==> src/rtl/core/bqcd_div.sv <==
module bqcd_div #(
  parameter int unsigned NW = 8,
  parameter int unsigned DW = 8,
  parameter int unsigned QW = 8,
  parameter int unsigned SW = 1
) (
  input  logic          clk_i,
  input  logic          rst_ni,
  input  logic          en_i,
  input  logic          valid_i,
  input  logic [NW-1:0] num_i,
  input  logic [DW-1:0] den_i,
  input  logic [SW-1:0] side_i,
  output logic          valid_o,
  output logic [QW-1:0] quot_o,
  output logic [SW-1:0] side_o
);

  logic          vld_q  [QW];
  logic [DW-1:0] rem_q  [QW];
  logic [QW-1:0] sh_q   [QW];
  logic [DW-1:0] den_q  [QW];
  logic [SW-1:0] side_q [QW];
  logic [NW-1:0] num_hi;

  assign num_hi = num_i >> QW;

  for (genvar gi = 0; gi < QW; gi++) begin : g_stg
    logic          v_in;
    logic [DW-1:0] rem_in;
    logic [QW-1:0] sh_in;
    logic [DW-1:0] den_in;
    logic [SW-1:0] side_in;
    logic [DW:0]   trial;
    logic [DW:0]   diff;

    if (gi == 0) begin : g_first
      assign v_in    = valid_i;
      assign rem_in  = DW'(num_hi);
      assign sh_in   = QW'(num_i);
      assign den_in  = den_i;
      assign side_in = side_i;
    end else begin : g_next
      assign v_in    = vld_q[gi-1];
      assign rem_in  = rem_q[gi-1];
      assign sh_in   = sh_q[gi-1];
      assign den_in  = den_q[gi-1];
      assign side_in = side_q[gi-1];
    end

    assign trial = {rem_in, sh_in[QW-1]};
    assign diff  = trial - {1'b0, den_in};

    always_ff @(posedge clk_i or negedge rst_ni) begin
      if (!rst_ni) begin
        vld_q[gi] <= 1'b0;
      end else if (en_i) begin
        vld_q[gi] <= v_in;
      end
    end

    always_ff @(posedge clk_i) begin
      if (en_i) begin
        if (!diff[DW]) begin
          rem_q[gi] <= diff[DW-1:0];
          sh_q[gi]  <= {sh_in[QW-2:0], 1'b1};
        end else begin
          rem_q[gi] <= trial[DW-1:0];
          sh_q[gi]  <= {sh_in[QW-2:0], 1'b0};
        end
        den_q[gi]  <= den_in;
        side_q[gi] <= side_in;
      end
    end
  end

  assign valid_o = vld_q[QW-1];
  assign quot_o  = sh_q[QW-1];
  assign side_o  = side_q[QW-1];

endmodule

==> config.mk <==
export PLATFORM = sky130hd
export DESIGN_NAME = bqcd_div
export DESIGN_NICKNAME = d
export VERILOG_FILES = /design/src/rtl/core/bqcd_div.sv
export SDC_FILE = /design/constraint.sdc
export NUM_CORES = 1
export LEC_CHECK = 0
export ABC_AREA = 1
export BUFFER_PORTS_ARGS = -buffer_cell sky130_fd_sc_hd__buf_2
export CAP_MARGIN = 20
export CORE_ASPECT_RATIO = 2
export CORE_MARGIN = 10
export CORE_UTILIZATION = 40
export DETAILED_ROUTE_END_ITERATION = 8
export PLACE_DENSITY_LB_ADDON = 0.12
export SKIP_CTS_REPAIR_TIMING = 1
export SYNTH_ARGS = -nofsm -noshare
export SYNTH_HDL_FRONTEND = slang
export SYNTH_SLANG_ARGS = --single-unit
==> constraint.sdc <==
create_clock -name clk_i -period 4.95 [get_ports clk_i]
set_input_delay 0.495 -clock clk_i [delete_from_list [all_inputs] [get_ports clk_i]]
set_output_delay 0.495 -clock clk_i [all_outputs]
set_load 0.02 [all_outputs]
; ---- Word-level counts from Yosys, hierarchy flattened
; Memory sizes are Yosys's and may differ from the RTL's.
; Cells that the tools add are included.
[op_classes]
bitwise_logic = 16
mux = 66
add_sub_neg = 8
[ops]
columns = operator, n
row1 = $mux 8, 16
row2 = $sub 9x8->9, 7
row3 = $mux 1, 50
row4 = $or 1x1->1, 16
row5 = $sub 1x8->9, 1
[totals]
out_inout_bits = 10
mem_count = 4
ff_bits = 8
ram_bits = 200
word_cells = 102
input_bits = 21
[mem_list]
columns = memory, words, word_bits, read_ports, rd_ports_with_merged_regs, wr, line_no
row1 = den_q, 8, 8, 7, 0, 8, 22  ; logic [DW-1:0] den_q [QW];
row2 = rem_q, 8, 8, 7, 0, 8, 20  ; logic [DW-1:0] rem_q [QW];
row3 = sh_q, 8, 8, 8, 0, 8, 21  ; logic [QW-1:0] sh_q [QW];
row4 = side_q, 8, 1, 8, 0, 8, 23  ; logic [SW-1:0] side_q [QW];

; ---- Depth between registers and ports, before layout
; An unclocked memory read counts as a cell.
[depth]
word_depth = 6
ltp_mapped = 13
depth_no_buf = 13

; ---- Worst setup path after synthesis
; OpenSTA, ideal clock, no wires.
[synth_path]
kind = register -> register
start = memory sh_q[0][7]
end = memory rem_q[1][7] (data pin)
t_arrival_ps = 1638
setup_ps = 253
t_required_ps = 4697
n_path_buf = 0
stages_incl_launch_ff = 13
path_slack_ps = 3059
synth_period_minus_slack_ps = 1891
path_cell_list = edfxtp_1 -> inv_1 -> ha_1 -> inv_1 -> fa_1 -> nand2_1 -> nand2_1 -> nand3_2 -> nand2_2 -> nand2_4 -> nand3_4 -> nand2_1 -> nand2_1
[synth_rtl]
columns = element, line_no
row1 = from (decl), 21
row2 = to (decl), 20

==> results.md <==
- Number of port buffers: 30
- Area Growth Syn to Fin: 10.7%
- Clock buffer count from CTS: 17
- Final number of max-transition violations: 0
- Unrepaired setup endpoints after global routing: no
- Cells after Synth: 931
- Maximum clock rate: 0.448 GHz
- Vias per inst: 4.86
- Max Fanout on Critical Path: 9
- Library cell occupying the most area in the post-synthesis netlist: sky130_fd_sc_hd__edfxtp_1
- Wire length of the first global-routing pass: 31500 um
- Synth top area share: 0.560
- Critical Path Source Type: register
- Final Cycle Share: 0.451
- Clk buf depth: 2
- Result of the run: complete, no violations
- Count of flip-flops with a built-in enable after synthesis: 183
- Synth Net Count: 1015
- Transition time of the tightest slew-check pin: 0.817 ns
- Final Setup Violations: 0
- 1st-pass router iterations: 4
- Sw Pwr: 1.66 mW
- Yosys warning total: 0
- Combined global-route utilization of all metal layers: 0.130
- TritonCTS clock tree: built
- Top Ports: 31
- Clock skew: 0.0123 ns
- Area used by multi-input combinational logic: 3430 um2
- Asr flop ratio synth: 0.0417
- Pin count of the biggest net entering global routing: 104
- Register Area: 5720 um2
- Total number of H-tree levels: 4
- Category of the critical setup timing path: reg2reg
- Cell row count: 81
- Initial drt markers: 343
- GRT overflow: 0
- Top post-synthesis cells by area: sky130_fd_sc_hd__edfxtp_1 (56%), sky130_fd_sc_hd__nand2_1 (11%), sky130_fd_sc_hd__ha_1 (7.3%)
- Kind of capture point of the worst setup path: register
- Power density over the cells: 457 nW/um2
- Remaining number of nets flagged by the antenna check after routing: 0
- Number of design rule violations left after detail routing: 0
- Detailed Route WL: 18700 um
- Clock network power share: 0.269
- Number of vias in the routed layout: 6168
- Max-slew headroom at the worst pin: 0.455
- Hold Vio Cnt, Final: 0
- Std-Cell Core Area: 24300 um2
- Number of different library cells in the post-synthesis netlist: 31
- Clock edge transition at the registers on the reported setup and hold paths: 0.07 ns
- Master cell of the clock root buffer: sky130_fd_sc_hd__clkbuf_16
- Wire length per cell after detailed routing: 14.8 um
- Die width: 131 um
- Leakage power of the design: 5.04 nW
- Power consumption: 4.97 mW
- Initial standard-cell utilization of the core: 0.404
- Number of inserted diodes: 0
- Number of antenna violations at the first check in global routing: 0
- Net Sw Frac: 0.335
- Class of the tightest hold or removal check: in2reg
- Peak supply drop: 0.221 mV
- Maxcap violations: 0
- Register area share after synthesis: 0.582
- HPWL after detailed placement: 14200 um
- TritonCTS Sinks: 192
- Dominant cell by count in the synthesized netlist: sky130_fd_sc_hd__nand2_1
- Fraction of final layout cells sized beyond drive strength 1: 0.113
- Routability-driven placement congestion ratio: 0.822
- Sequential share of power: 0.443
- Min Tclk post-route: 2.23 ns
- Int Power: 3.30 mW
- Clock latency on the worst-skew pair: 0.45 ns
- Required arrival time at the worst endpoint: 5.16 ns
- Vertical extent of the die: 242 um
- Area of the mapped netlist: 9820 um2
- Number of fillers in the final layout: 2330
- Net count of the finished layout: 1051
- Vias in the first global route: 6658
- Most instantiated cells after synthesis: sky130_fd_sc_hd__nand2_1 (284), sky130_fd_sc_hd__edfxtp_1 (183), sky130_fd_sc_hd__inv_1 (157)
- CP arrival: 2.44 ns
- Leading register cell type out of synthesis: sky130_fd_sc_hd__edfxtp_1
- Post-Synthesis Mean Instance Area: 10.5 um2
- Fin Setup TNS: 0 ns
- Die area: 31600 um2
- Number of storage elements in the synthesis netlist: 192
- Combinational share of power: 0.288
[layer usage]
metal | vias up | global-route usage | part of all wire | routed length [um]
met5 | - | 0 | 0 | 0
met4 | 0 | 0.0638 | 0.032 | 597
met3 | 38 | 0.0309 | 0.022 | 406
met2 | 77 | 0.276 | 0.65 | 12200
met1 | 2901 | 0.0968 | 0.30 | 5550
li1 | 3152 | - | - | -
[sequential cells by signal, indices dropped and copies added, names as in the netlist]
name	count
side_q	8
rem_q	56
g_stg.v_in	7
den_q	56
sh_q	64
valid_o	1
[cell families (layout without fill, tap and decap cells)]
family                   Yosys count  after routing  share of synthesized area
AND/OR/NAND/NOR                  453            453                      0.223
flip-flops                       192            192                      0.582
buffers and inverters            175            223                     0.0686
adder cells (fa/ha/maj)           63             63                     0.0849
AO/OA/AOI/OAI                     27             27                     0.0223
XOR/XNOR                          21             21                     0.0187
[power by group through the flow]
stage               combinational [mW]  clock, mW  sequential (mW)
floorplan                         1.12          0             2.21
global placement                  1.43          0             2.24
detailed placement                1.45          0             2.24
CTS                               1.46       1.38             2.20
global route                      1.66       1.44             2.23
finish                            1.43       1.33             2.20
[layout by cell type (no fill, tap or decap), types with 3 or more instances in the layout]
cell type / instances
sky130_fd_sc_hd__inv_6: 5
sky130_fd_sc_hd__nand3_1: 34
sky130_fd_sc_hd__a21o_1: 6
sky130_fd_sc_hd__nand4_1: 54
sky130_fd_sc_hd__inv_1: 157
sky130_fd_sc_hd__dfrtp_1: 8
sky130_fd_sc_hd__a21oi_4: 6
sky130_fd_sc_hd__xor2_1: 13
sky130_fd_sc_hd__buf_2: 29
sky130_fd_sc_hd__nor2_1: 35
sky130_fd_sc_hd__nand2_2: 9
sky130_fd_sc_hd__nand3_4: 12
sky130_fd_sc_hd__or2_4: 5
sky130_fd_sc_hd__fa_1: 6
sky130_fd_sc_hd__nand2_4: 6
sky130_fd_sc_hd__xnor2_1: 8
sky130_fd_sc_hd__nor3_1: 3
sky130_fd_sc_hd__a21oi_1: 10
sky130_fd_sc_hd__ha_1: 57
sky130_fd_sc_hd__nand2_1: 284
sky130_fd_sc_hd__edfxtp_1: 183
sky130_fd_sc_hd__nand3_2: 5
sky130_fd_sc_hd__clkbuf_16: 17
[worst max-delay path, cell delays in order (launching register included)]
cell,delay [ns]
sky130_fd_sc_hd__edfxtp_1,0.39
sky130_fd_sc_hd__inv_1,0.07
sky130_fd_sc_hd__ha_1,0.15
sky130_fd_sc_hd__inv_1,0.07
sky130_fd_sc_hd__fa_1,0.41
sky130_fd_sc_hd__nand2_1,0.09
sky130_fd_sc_hd__nand2_1,0.11
sky130_fd_sc_hd__nand3_2,0.13
sky130_fd_sc_hd__nand2_2,0.08
sky130_fd_sc_hd__nand2_4,0.14
sky130_fd_sc_hd__nand3_4,0.16
sky130_fd_sc_hd__nand2_1,0.13
sky130_fd_sc_hd__nand2_1,0.05
[worst paths after layout]
check | depth (start not counted) | start | to | slack [ns]
max | 12 | sh_q[0][7] | rem_q[1][7] | 2.72
max in group asynchronous | 2 | rst_ni | valid_o | 4.37
max reg2reg | 12 | sh_q[0][7] | rem_q[1][7] | 2.72
min in group asynchronous | 2 | rst_ni | g_stg[1].v_in | 0.41
min | 1 | num_i[3] | sh_q[0][4] | 0.22
min reg2reg | 0 | side_q[0][3] | side_q[1][0] | 0.42
[per-stage QoR]
| step | std cells | area, um2 | hold slack, ns | worst slack [ns] | util |
|---|---|---|---|---|---|
| 2_1_floorplan | 931 | 9820 | 0.199 | 3.06 | - |
| 3_3_place_gp | 1237 | 10300 | 0.347 | 2.60 | 0.424 |
| 3_5_place_dp | 1237 | 10300 | 0.349 | 2.59 | 0.424 |
| 4_1_cts | 1268 | 10900 | -0.144 | 2.67 | 0.447 |
| 5_1_grt | 1269 | 10900 | 0.189 | 2.53 | 0.447 |
| 6_report | 1269 | 10900 | 0.215 | 2.72 | 0.447 |
[area by class of cell]
cell class,instances,share of cell area
timing repair buffer,34,0.0200
sequential,192,0.526
clock buffer,18,0.0395
multi-input combinational,564,0.315
inverter,158,0.0545
clock inverter,13,0.0115
tap,290,0.0334
(Power assumes the default switching activity.)
